File: src/design/srpe_pkg.sv
// Shared types, constants and helpers for the sparse row position encoder.
// Used by srpe_coder and sparse_row_position_encoder; depends on nothing.

package srpe_pkg;

   localparam int COL_W    = 10;
   localparam int DIM_W    = 11;
   localparam int CODE_W   = 13;
   localparam int LEN_W    = 4;
   localparam int PIX_W    = 2;
   localparam int CSR_IDX_W = 2;

   localparam int DEF_MAX_WIDTH  = 1024;
   localparam int DEF_MAX_HEIGHT = 1024;
   localparam int DIM_CAP        = 1024;

   localparam logic [DIM_W-1:0] DIM_RESET = DIM_W'(DIM_CAP);

   localparam logic [CSR_IDX_W-1:0] REG_ROW_WIDTH  = 2'd0;
   localparam logic [CSR_IDX_W-1:0] REG_IMAGE_ROWS = 2'd1;

   localparam logic [PIX_W-1:0] PIX_EMPTY = 2'd0;
   localparam logic [PIX_W-1:0] PIX_ONE   = 2'd1;
   localparam logic [PIX_W-1:0] PIX_TWO   = 2'd2;
   localparam logic [PIX_W-1:0] PIX_THREE = 2'd3;

   localparam logic [2:0] PREFIX_ONE   = 3'b011;
   localparam logic [2:0] PREFIX_TWO   = 3'b101;
   localparam logic [2:0] PREFIX_THREE = 3'b100;

   typedef struct packed {
      logic [COL_W-1:0] column_index;
      logic [COL_W-1:0] prior_nonzero_column;
      logic             seen_nonzero;
      logic [COL_W-1:0] row_index;
   } state_type;

   typedef struct packed {
      logic              emit;
      logic [CODE_W-1:0] code_bits;
      logic [LEN_W-1:0]  code_length;
      logic              row_end;
      logic              image_end;
   } result_type;

   function automatic logic [DIM_W-1:0] clamp_dim(input logic [DIM_W-1:0] v,
                                                  input logic [DIM_W-1:0] lim);
      logic [DIM_W-1:0] r;
      r = v;
      if (r == '0) r = DIM_W'(1);
      if (r > lim) r = lim;
      return r;
   endfunction

endpackage

File: src/design/srpe_coder.sv
// Per-element coding logic: position test, gap width, prefix pack, next state.
// Depends on srpe_pkg.

module srpe_coder #(
   parameter int MAX_WIDTH  = srpe_pkg::DEF_MAX_WIDTH,
   parameter int MAX_HEIGHT = srpe_pkg::DEF_MAX_HEIGHT
) (
   input  logic [srpe_pkg::PIX_W-1:0] pixel_value,
   input  logic [srpe_pkg::DIM_W-1:0] row_width,
   input  logic [srpe_pkg::DIM_W-1:0] image_rows,
   input  srpe_pkg::state_type        st_cur,
   output srpe_pkg::state_type        st_next,
   output srpe_pkg::result_type       result
);

   localparam int WidthLim  = (MAX_WIDTH  < srpe_pkg::DIM_CAP) ? MAX_WIDTH  : srpe_pkg::DIM_CAP;
   localparam int HeightLim = (MAX_HEIGHT < srpe_pkg::DIM_CAP) ? MAX_HEIGHT : srpe_pkg::DIM_CAP;

   logic [srpe_pkg::DIM_W-1:0]  w;
   logic [srpe_pkg::DIM_W-1:0]  h;
   logic                        last_col;
   logic                        last_row;
   logic signed [12:0]          remain;
   logic [srpe_pkg::COL_W-1:0]  rem_m1;
   logic [3:0]                  b;
   logic [2:0]                  prefix;
   logic [srpe_pkg::LEN_W-1:0]  plen;
   logic [srpe_pkg::COL_W-1:0]  gap_raw;
   logic [srpe_pkg::COL_W-1:0]  gap;

   always_comb begin
      w = srpe_pkg::clamp_dim(row_width,  srpe_pkg::DIM_W'(WidthLim));
      h = srpe_pkg::clamp_dim(image_rows, srpe_pkg::DIM_W'(HeightLim));
      last_col = {1'b0, st_cur.column_index} >= (w - srpe_pkg::DIM_W'(1));
      last_row = {1'b0, st_cur.row_index} >= (h - srpe_pkg::DIM_W'(1));

      remain = $signed({2'b00, w}) - $signed({3'b000, st_cur.prior_nonzero_column})
               - $signed({12'd0, st_cur.seen_nonzero});
      rem_m1 = srpe_pkg::COL_W'(remain - 13'sd1);
      b = 4'd1;
      if (remain > 13'sd1) begin
         for (int i = 0; i < srpe_pkg::COL_W; i++) begin
            if (rem_m1[i]) b = 4'(i + 1);
         end
      end

      case (pixel_value)
         srpe_pkg::PIX_ONE: begin
            prefix = srpe_pkg::PREFIX_ONE;
            plen   = 4'd2;
         end
         srpe_pkg::PIX_TWO: begin
            prefix = srpe_pkg::PREFIX_TWO;
            plen   = 4'd3;
         end
         srpe_pkg::PIX_THREE: begin
            prefix = srpe_pkg::PREFIX_THREE;
            plen   = 4'd3;
         end
         default: begin
            prefix = 3'b000;
            plen   = 4'd0;
         end
      endcase

      gap_raw = st_cur.seen_nonzero
                ? st_cur.column_index - st_cur.prior_nonzero_column - srpe_pkg::COL_W'(1)
                : st_cur.column_index;
      gap = gap_raw & ~({srpe_pkg::COL_W{1'b1}} << b);

      result.row_end   = last_col;
      result.image_end = last_col && last_row;
      if (pixel_value == srpe_pkg::PIX_EMPTY) begin
         result.emit        = last_col;
         result.code_bits   = '0;
         result.code_length = srpe_pkg::LEN_W'(1);
      end else begin
         result.emit        = 1'b1;
         result.code_bits   = (srpe_pkg::CODE_W'(prefix) << b) | srpe_pkg::CODE_W'(gap);
         result.code_length = plen + b;
      end

      st_next = st_cur;
      if (pixel_value != srpe_pkg::PIX_EMPTY) begin
         st_next.seen_nonzero         = 1'b1;
         st_next.prior_nonzero_column = st_cur.column_index;
      end
      if (last_col) begin
         st_next.column_index         = '0;
         st_next.prior_nonzero_column = '0;
         st_next.seen_nonzero         = 1'b0;
         st_next.row_index = last_row ? '0 : st_cur.row_index + srpe_pkg::COL_W'(1);
      end else begin
         st_next.column_index = st_cur.column_index + srpe_pkg::COL_W'(1);
      end
   end

endmodule

File: src/design/sparse_row_position_encoder.sv
// Top level of the sparse row position encoder: input stage, coder, result register.
// Depends on srpe_pkg and srpe_coder.
//
//   channel | direction | transaction
//   req_    | in        | one 2-bit matrix element, raster order
//   rsp_    | out       | one code word with length, row end and image end marks
//   csr_    | in        | write of row_width (index 0) or image_rows (index 1)
//
// One element per cycle sustained unless rsp_ stalls; rsp_ reads the result register.
// The input register and result register each hold one transaction; the row state
// advances when an element moves from the input register into the result register.
// A stalled rsp_ stops that move and back-pressures req_ through the input register.
// Synchronous reset clears the state and restores both dimensions to 1024.

module sparse_row_position_encoder #(
   parameter int MAX_WIDTH  = srpe_pkg::DEF_MAX_WIDTH,
   parameter int MAX_HEIGHT = srpe_pkg::DEF_MAX_HEIGHT
) (
   input  logic                            clock,
   input  logic                            reset,
   input  logic                            req_valid,
   output logic                            req_ready,
   input  logic [srpe_pkg::PIX_W-1:0]      req_pixel_value,
   output logic                            rsp_valid,
   input  logic                            rsp_ready,
   output logic [srpe_pkg::CODE_W-1:0]     rsp_code_bits,
   output logic [srpe_pkg::LEN_W-1:0]      rsp_code_length,
   output logic                            rsp_row_end,
   output logic                            rsp_image_end,
   input  logic                            csr_write_en,
   input  logic [srpe_pkg::CSR_IDX_W-1:0]  csr_index,
   input  logic [srpe_pkg::DIM_W-1:0]      csr_wdata
);

   logic                        in_valid_ff;
   logic [srpe_pkg::PIX_W-1:0]  in_pixel_ff;
   logic                        in_advance;
   logic [srpe_pkg::DIM_W-1:0]  row_width_ff;
   logic [srpe_pkg::DIM_W-1:0]  image_rows_ff;
   srpe_pkg::state_type         st_ff;
   srpe_pkg::state_type         st_in;
   srpe_pkg::result_type        res;
   logic                        out_valid_ff;
   logic [srpe_pkg::CODE_W-1:0] out_code_ff;
   logic [srpe_pkg::LEN_W-1:0]  out_len_ff;
   logic                        out_row_end_ff;
   logic                        out_image_end_ff;

   srpe_coder #(
      .MAX_WIDTH  (MAX_WIDTH),
      .MAX_HEIGHT (MAX_HEIGHT)
   ) u_coder (
      .pixel_value (in_pixel_ff),
      .row_width   (row_width_ff),
      .image_rows  (image_rows_ff),
      .st_cur      (st_ff),
      .st_next     (st_in),
      .result      (res)
   );

   always_comb begin
      in_advance = in_valid_ff && (!out_valid_ff || rsp_ready);
      req_ready  = !in_valid_ff || in_advance;
   end

   always_ff @(posedge clock) begin
      if (reset) begin
         in_valid_ff   <= 1'b0;
         out_valid_ff  <= 1'b0;
         st_ff         <= '0;
         row_width_ff  <= srpe_pkg::DIM_RESET;
         image_rows_ff <= srpe_pkg::DIM_RESET;
      end else begin
         if (csr_write_en) begin
            case (csr_index)
               srpe_pkg::REG_ROW_WIDTH:  row_width_ff  <= csr_wdata;
               srpe_pkg::REG_IMAGE_ROWS: image_rows_ff <= csr_wdata;
               default: ;
            endcase
         end
         if (req_ready) in_valid_ff <= req_valid;
         if (in_advance) begin
            st_ff        <= st_in;
            out_valid_ff <= res.emit;
         end else if (rsp_ready) begin
            out_valid_ff <= 1'b0;
         end
      end
   end

   always_ff @(posedge clock) begin
      if (req_valid && req_ready) in_pixel_ff <= req_pixel_value;
      if (in_advance && res.emit) begin
         out_code_ff      <= res.code_bits;
         out_len_ff       <= res.code_length;
         out_row_end_ff   <= res.row_end;
         out_image_end_ff <= res.image_end;
      end
   end

   assign rsp_valid       = out_valid_ff;
   assign rsp_code_bits   = out_code_ff;
   assign rsp_code_length = out_len_ff;
   assign rsp_row_end     = out_row_end_ff;
   assign rsp_image_end   = out_image_end_ff;

   a_len_range: assert property (@(posedge clock) disable iff (reset)
      rsp_valid |-> (rsp_code_length >= 4'd1 && rsp_code_length <= 4'd13))
      else $error("code length out of range");

   a_image_end_row: assert property (@(posedge clock) disable iff (reset)
      rsp_valid && rsp_image_end |-> rsp_row_end)
      else $error("image end without row end");

   a_empty_code: assert property (@(posedge clock) disable iff (reset)
      rsp_valid && rsp_code_length == 4'd1 |-> rsp_code_bits == '0 && rsp_row_end)
      else $error("single-bit code outside last column");

   a_row_restart: assert property (@(posedge clock) disable iff (reset)
      in_advance && res.row_end |=> st_ff.column_index == '0 && !st_ff.seen_nonzero)
      else $error("row state not cleared after last column");

   a_prior_clear: assert property (@(posedge clock) disable iff (reset)
      !st_ff.seen_nonzero |-> st_ff.prior_nonzero_column == '0)
      else $error("prior column held without a coded element");

endmodule
File: config.mk
export PLATFORM = sky130hd
export DESIGN_NAME = sparse_row_position_encoder
export DESIGN_NICKNAME = d
export VERILOG_FILES = /design/src/design/srpe_pkg.sv /design/src/design/srpe_coder.sv /design/src/design/sparse_row_position_encoder.sv
export SDC_FILE = /design/constraint.sdc
export NUM_CORES = 1
export LEC_CHECK = 0
export BUFFER_PORTS_ARGS = -buffer_cell sky130_fd_sc_hd__clkbuf_2
export CORE_UTILIZATION = 25
export CTS_CLUSTER_SIZE = 8
export DETAILED_ROUTE_END_ITERATION = 7
export SLEW_MARGIN = 20
export SYNTH_ARGS = -nofsm -noshare
export SYNTH_HDL_FRONTEND = slang
export SYNTH_SLANG_ARGS = --single-unit
File: constraint.sdc
create_clock -name clock -period 7 [get_ports clock]
set_input_delay 0.35 -clock clock [delete_from_list [all_inputs] [get_ports clock]]
set_output_delay 0.35 -clock clock [all_outputs]
set_load 0.05 [all_outputs]
* Word level (Yosys, flattened, before mapping)
Cells that the tools add are included.
Storage, ports and cells: bits in registers 76, bits of input ports 20, output and inout bits 21, logic and storage cells 81
Cells by class: add/sub/neg operators 10, $lt $le $gt $ge 5, equal/unequal tests 4, shift operators 2, multiplexer cells 24, bitwise logic cells 3, reductions and logical operators 20
Operators with widths (count):
- $mux W11 | 5
- $mux W10 | 3
- $ge A10 B11 Y1 | 2
- $gt A11 B11 Y1 const B | 2
- $logic_not A11 Y1 | 2
- $sub A11 B1 Y11 const B | 2
- $mux W21 | 1
- $add A10 B1 Y10 const B | 2
- $mux W18 | 1
- $mux W4 | 4
- $gt A13 B2 Y1 const B | 1
- $or A13 B10 Y13 | 1
- $shl A3 B4 Y13 | 1
- $sub A12 B2 Y13 | 1
- $mux W3 | 4
- $sub A11 B10 Y12 | 1
- $and A10 B10 Y10 | 1
- $not A10 Y10 | 1
- $shl A10 B4 Y10 const A | 1
- $sub A10 B1 Y10 const B | 1
- $sub A10 B10 Y10 | 1
- $sub A10 B2 Y10 const B | 1
- $pmux W3 S3 | 1
- $reduce_and A2 Y1 | 4
- 12 further kinds | 24

* Logic depth before layout (Yosys ltp)
word-level depth 23, gate-level depth with buffers 23, mapped depth without buffers 21

* Hierarchy
A second synthesis with hierarchy kept.
Second synthesis, totals: cells, all modules 846, area total of the unflattened synthesis 7009.2 um^2
Modules (own cells, without submodules):
- srpe_coder | instances 1, cells an instance 582, area an instance 4106.4 um^2, seq. area each 0.0 um^2
- sparse_row_position_encoder | instances 1, cells an instance 264, area an instance 2902.8 um^2, seq. area each 1731.7 um^2

* Worst setup path after synthesis
No wires, ideal clock.
path type register -> register, start register row_width_ff[3] (netlist bit), end register out_len_ff (netlist bit rsp_code_length[2]), data pin, library setup time 267 ps, arrival time 5021 ps, data required time 6733 ps, setup slack 1712 ps, cell stages (with the launch flop) 23, path buffers 2, period minus slack after synthesis 5288 ps, cells stage by stage dfxtp_1 > nor4_1 > nand2b_1 > nor4_1 > nor2b_1 > o21bai_1 > ha_1 > fa_1 > xor2_2 > and3_1 > buf_4 > a21o_1 > o21a_1 > buf_2 > a31o_2 > a31o_2 > a2bb2oi_1 > a32o_1 > nand2_2 > ha_1 > fa_1 > xnor2_1 > nor2_1
On the way: word-level cells in the longest chain between the ends 18, elaborated cells between the ends (all ways) 19, those cells by class add/sub: 4; order compare: 2; mux: 12; reduce/logical: 1
RTL lines:
- start, declared | line sparse_row_position_encoder.sv:38 | logic [srpe_pkg::DIM_W-1:0] row_width_ff;
- start signal, assigned | line sparse_row_position_encoder.sv:71 | row_width_ff <= srpe_pkg::DIM_RESET;
- start signal, assigned | line sparse_row_position_encoder.sv:76 | srpe_pkg::REG_ROW_WIDTH: row_width_ff <= csr_wdata;
- $logic_not A11 Y1 | line srpe_pkg.sv:50 | if (r == '0) r = DIM_W'(1);
- $mux W11 (*) | line srpe_pkg.sv:50
- $gt A11 B11 Y1 | line srpe_pkg.sv:51 | if (r > lim) r = lim;
- $mux W11 (*) | line srpe_pkg.sv:51
- $sub A11 B10 Y12 (*) | line srpe_coder.sv:37 | remain = $signed({2'b00, w}) - $signed({3'b000, st_cur.prior_nonzero_column})
- $sub A12 B2 Y13 (*) | line srpe_coder.sv:38 | - $signed({12'd0, st_cur.seen_nonzero});
- $sub A10 B2 Y10 | line srpe_coder.sv:39 | rem_m1 = srpe_pkg::COL_W'(remain - 13'sd1);
- $mux W2 (2 in series) | line srpe_coder.sv:43 | if (rem_m1[i]) b = 4'(i + 1);
- $mux W3 (4 in series) | line srpe_coder.sv:43
- $mux W4 (3 in series) | line srpe_coder.sv:43
- $mux W4 (*) | line srpe_coder.sv:41 | if (remain > 13'sd1) begin
- $add A2 B4 Y4 (*) | line srpe_coder.sv:80 | result.code_length = plen + b;
- end signal, assigned | line sparse_row_position_encoder.sv:95 | out_len_ff <= res.code_length;
- end, declared | line sparse_row_position_encoder.sv:45 | logic [srpe_pkg::LEN_W-1:0] out_len_ff;
Mark *: on every way between the ends. The rest lies on a longest branch, timed or not. A chain may end at the register's enable or synchronous reset.

* Worst setup path in the final report
start register row_width_ff[3] (netlist bit), end register out_len_ff (netlist bit rsp_code_length[3]), data pin
The elaborated chain is that of the path after synthesis.

==> results by group <==
Yosys
  – Fraction of registers with async set or reset after synthesis: 0%
  – Post-synthesis cell area: ~6100 um2
  – Warnings from Yosys: 0
  – Main area contributors after synthesis: dfxtp_1 (18%), ha_1 (11%), edfxtp_1 (10%)
  – Post-Synthesis Cells: 709
  – Yosys top cell area share: 18.2%
  – Number of synthesized flops with an enable pin: 21
  – Register bit total from synthesis: 76
  – Dominant synthesized flop cell: dfxtp_1
  – Netlist cell types: 82
  – Cell taking the most area after synthesis: dfxtp_1
  – Mapped Avg Cell Area: 8.55 um2
  – Sequential element share of the synthesized area: ~29%
  – Syn nets: slightly below 800

Worst hold path
  – Hold Crit Depth: 1
  – Hold path endpoint: in_pixel_ff[1]
  – Hold/Removal Path Class: primary input to flip-flop
  – Hold path start: req_pixel_value[1]

STA
  – Fmax: 0.169 GHz
  – Final Skew: 0.00700 ns
  – Max-slew headroom: 40.6%
  – Sum of negative setup slack: 0 ns
  – Final period util: 84.6%
  – Minimum clock period: 5.92 ns
  – Worst Max-Slew Pin Slew: 0.884 ns
  – Max-slew violation count: 0
  – RSZ-0062 raised after global routing: no
  – Fin. Hold Viols: 0
  – Final Setup Violations: 0

Clock tree
  – Hold Buf Count CTS: 0
  – Clk_lat worst skew: between 0.3 and 0.4 ns
  – H-tree Lvls: 3
  – CTS Sinks: 76
  – CTS tree: built
  – Setup bufs post-CTS: 0
  – PostCTS Resize Cnt: 0
  – CTS Buf Count: 9
  – Clock Path Buffers: 2
  – Root buffer cell: clkbuf_16
  – Clk slew on worst S/H paths: 0.06 ns

Route
  – Router iterations before antenna repair: 4
  – Via count: ~5,300
  – Wirelength per Cell: 14.0 um
  – Initial DRC count: 348
  – Metal3 WL: 608 um
  – Metal2 WL: 6.52 mm
  – Wire length after detailed routing: 14.8 mm
  – Met1 wire length: between 7 and 8 mm
  – Antenna Nets Post-Route: 0
  – Via density: 5.04
  – Max Used Layer: met4
  – DRC: 0

GRT
  – Number of global-route vias before repair: ~4,800
  – Largest net degree at the start of global routing: 34
  – Global Route Usage Sum: 12.1%
  – Antenna violations before repair: 0
  – First-pass GRT wire length: roughly 24 mm
  – Total grt overflow: 0

Placed design
  – IO buf count: 40
  – Dpl hpwl: 11.5 mm
  – DP Area: between 6000 and 7000 um2
  – Gp weighted congestion: about 0.94

Setup path
  – R2r startpoint: row_width_ff[3]
  – Critical path class: flip-flop to flip-flop
  – Reg2reg setup slack: 1.08 ns
  – Arrival time at the worst endpoint: 6.09 ns
  – R2R cell count: 21
  – Crit path capture type: flip-flop
  – Worst r2r dst: rsp_code_length[3]
  – WP data required: between 7 and 8 ns
  – Crit-path max FO: 9
  – Worst setup SP type: flip-flop

Die
  – Die Y: 158 um
  – Top Ports: 41
  – Core area: 23,600 um2
  – Rows: 56
  – Die area: between 20,000 and 25,000 um2
  – Initial Util: around 26%
  – Die Wd: approximately 160 um

Power and ir drop
  – Leakage power: 2.79 nW
  – Tot Pwr: 1.46 mW
  – Max IR drop VDD: 0.112 mV
  – PD cells: about 210 nW/um2

Cells and area
  – Diode count: 0
  – Fin nets: 812
  – Commonest non-fill, non-tap cell in the layout: nor2_1
  – Commonest cells after routing, fill and taps aside: nor2_1 (77), dfxtp_1 (55), ha_1 (53)
  – Filler instances: 2,517
  – FF/Latch Area: 1730 um2
  – Share of cells above drive strength 1: 11.7%
  – Area delta synth->final: 13.4%
  – Cell area after layout: 6870 um2
  – Multi-input gate area: slightly above 4000 um2

Status
  – Outcome: finished, final reports clean

Run
  – Max Cap Viol: 0
-- layer usage --
metal  GRT usage, %  vias up
met5              0        -
met4           2.96        0
met3           2.16       16
met2           19.2      132
met1           16.9     2506
li1               -     2688
-- area by class of cell --
cell class	instances	area share, %
Timing Repair Buffer	41	3.02
Multi-Input combinational cell	580	60.2
Tap cell	319	5.81
Clock buffer	10	3.33
Sequential cell	76	25.2
Inverter	28	1.53
Clock inverter	6	0.928
-- critical path, cell delays in order (launching register included) --
cell,delay (ns)
dfxtp_1,0.36
nor4_1,0.43
nand2b_1,0.17
nor4_1,0.36
nor2b_1,0.19
o21bai_1,0.11
ha_1,0.24
fa_1,0.46
nand2b_1,0.22
a21oi_1,0.26
xor2_1,0.36
xnor2_1,0.27
o32ai_1,0.16
a32oi_1,0.47
o32ai_1,0.24
and2_1,0.25
o21ai_4,0.26
inv_2,0.14
ha_1,0.30
a21oi_1,0.05
or3_1,0.30
a21oi_1,0.15
-- cell families after synthesis --
kind of cell	count (synthesis)	share of synthesized area [%]
adders and majority gates	56	11.9
xor gates and xnor gates	41	6.05
muxes	30	5.00
buffers and inverters	53	3.45
and+or+nand+nor	262	22.0
DFF	76	28.6
AOI/OAI and AO/OA	191	23.0
-- Yosys cell counts (5+ instances only) --
library cell / n
nand2_1: 42
dfxtp_1: 55
or3_1: 6
nor2_1: 77
and2_1: 9
o31ai_1: 6
inv_1: 26
buf_2: 5
and3_1: 5
o32ai_1: 7
clkbuf_1: 18
o2111ai_1: 5
nand4_1: 11
a21oi_1: 41
o21ai_0: 25
nor4_1: 7
o21a_1: 10
or2_2: 6
nor3_1: 16
a32oi_1: 6
o21bai_1: 6
a22o_1: 10
xor2_1: 15
edfxtp_1: 21
a31oi_1: 13
ha_1: 53
nor2b_1: 22
nand3_1: 26
mux2i_1: 28
nand2b_1: 13
xnor2_1: 25
a21o_1: 15
-- per-stage QoR --
step / util, % / hold slack (ns) / cells / setup WS [ns]
after CTS: 29.1 / 0.186 / 1060 / 1.12
after detailed placement: 27.8 / 0.455 / 1044 / 1.16
after floorplan: - / 0.442 / 709 / 1.71
after global placement: 27.8 / 0.456 / 1044 / 1.16
final: 29.1 / 0.199 / 1060 / 1.08
after global routing: 29.1 / 0.184 / 1060 / 0.441
-- sequential cells by signal, summed over array words and instances (netlist names), 2 cells and up --
signal,count
image_rows_ff,11
in_pixel_ff,2
row_width_ff,11
rsp_code_bits,13
rsp_code_length,4
st_ff,31
-- worst max path at each step --
stage | startpoint | endpoint | slack [ns] | cells past startpoint
floorplan | row_width_ff[3] | rsp_code_length[2] | 1.71 | 22
global placement | row_width_ff[3] | rsp_code_length[2] | 1.16 | 19
detailed placement | row_width_ff[3] | rsp_code_length[3] | 1.16 | 21
CTS | row_width_ff[3] | rsp_code_length[3] | 1.12 | 21
global route | row_width_ff[3] | rsp_code_length[3] | 0.44 | 20
finish | row_width_ff[3] | rsp_code_length[3] | 1.08 | 21
-- report_power, final --
part | leakage [nW] | internal [mW] | total [mW] | switching (mW)
clock network | 0.147 | 0.277 | 0.468 | 0.191
registers | 0.647 | 0.482 | 0.500 | 0.0178
logic | 2.00 | 0.181 | 0.496 | 0.316
Note: power is estimated with default switching activity, not from simulation.
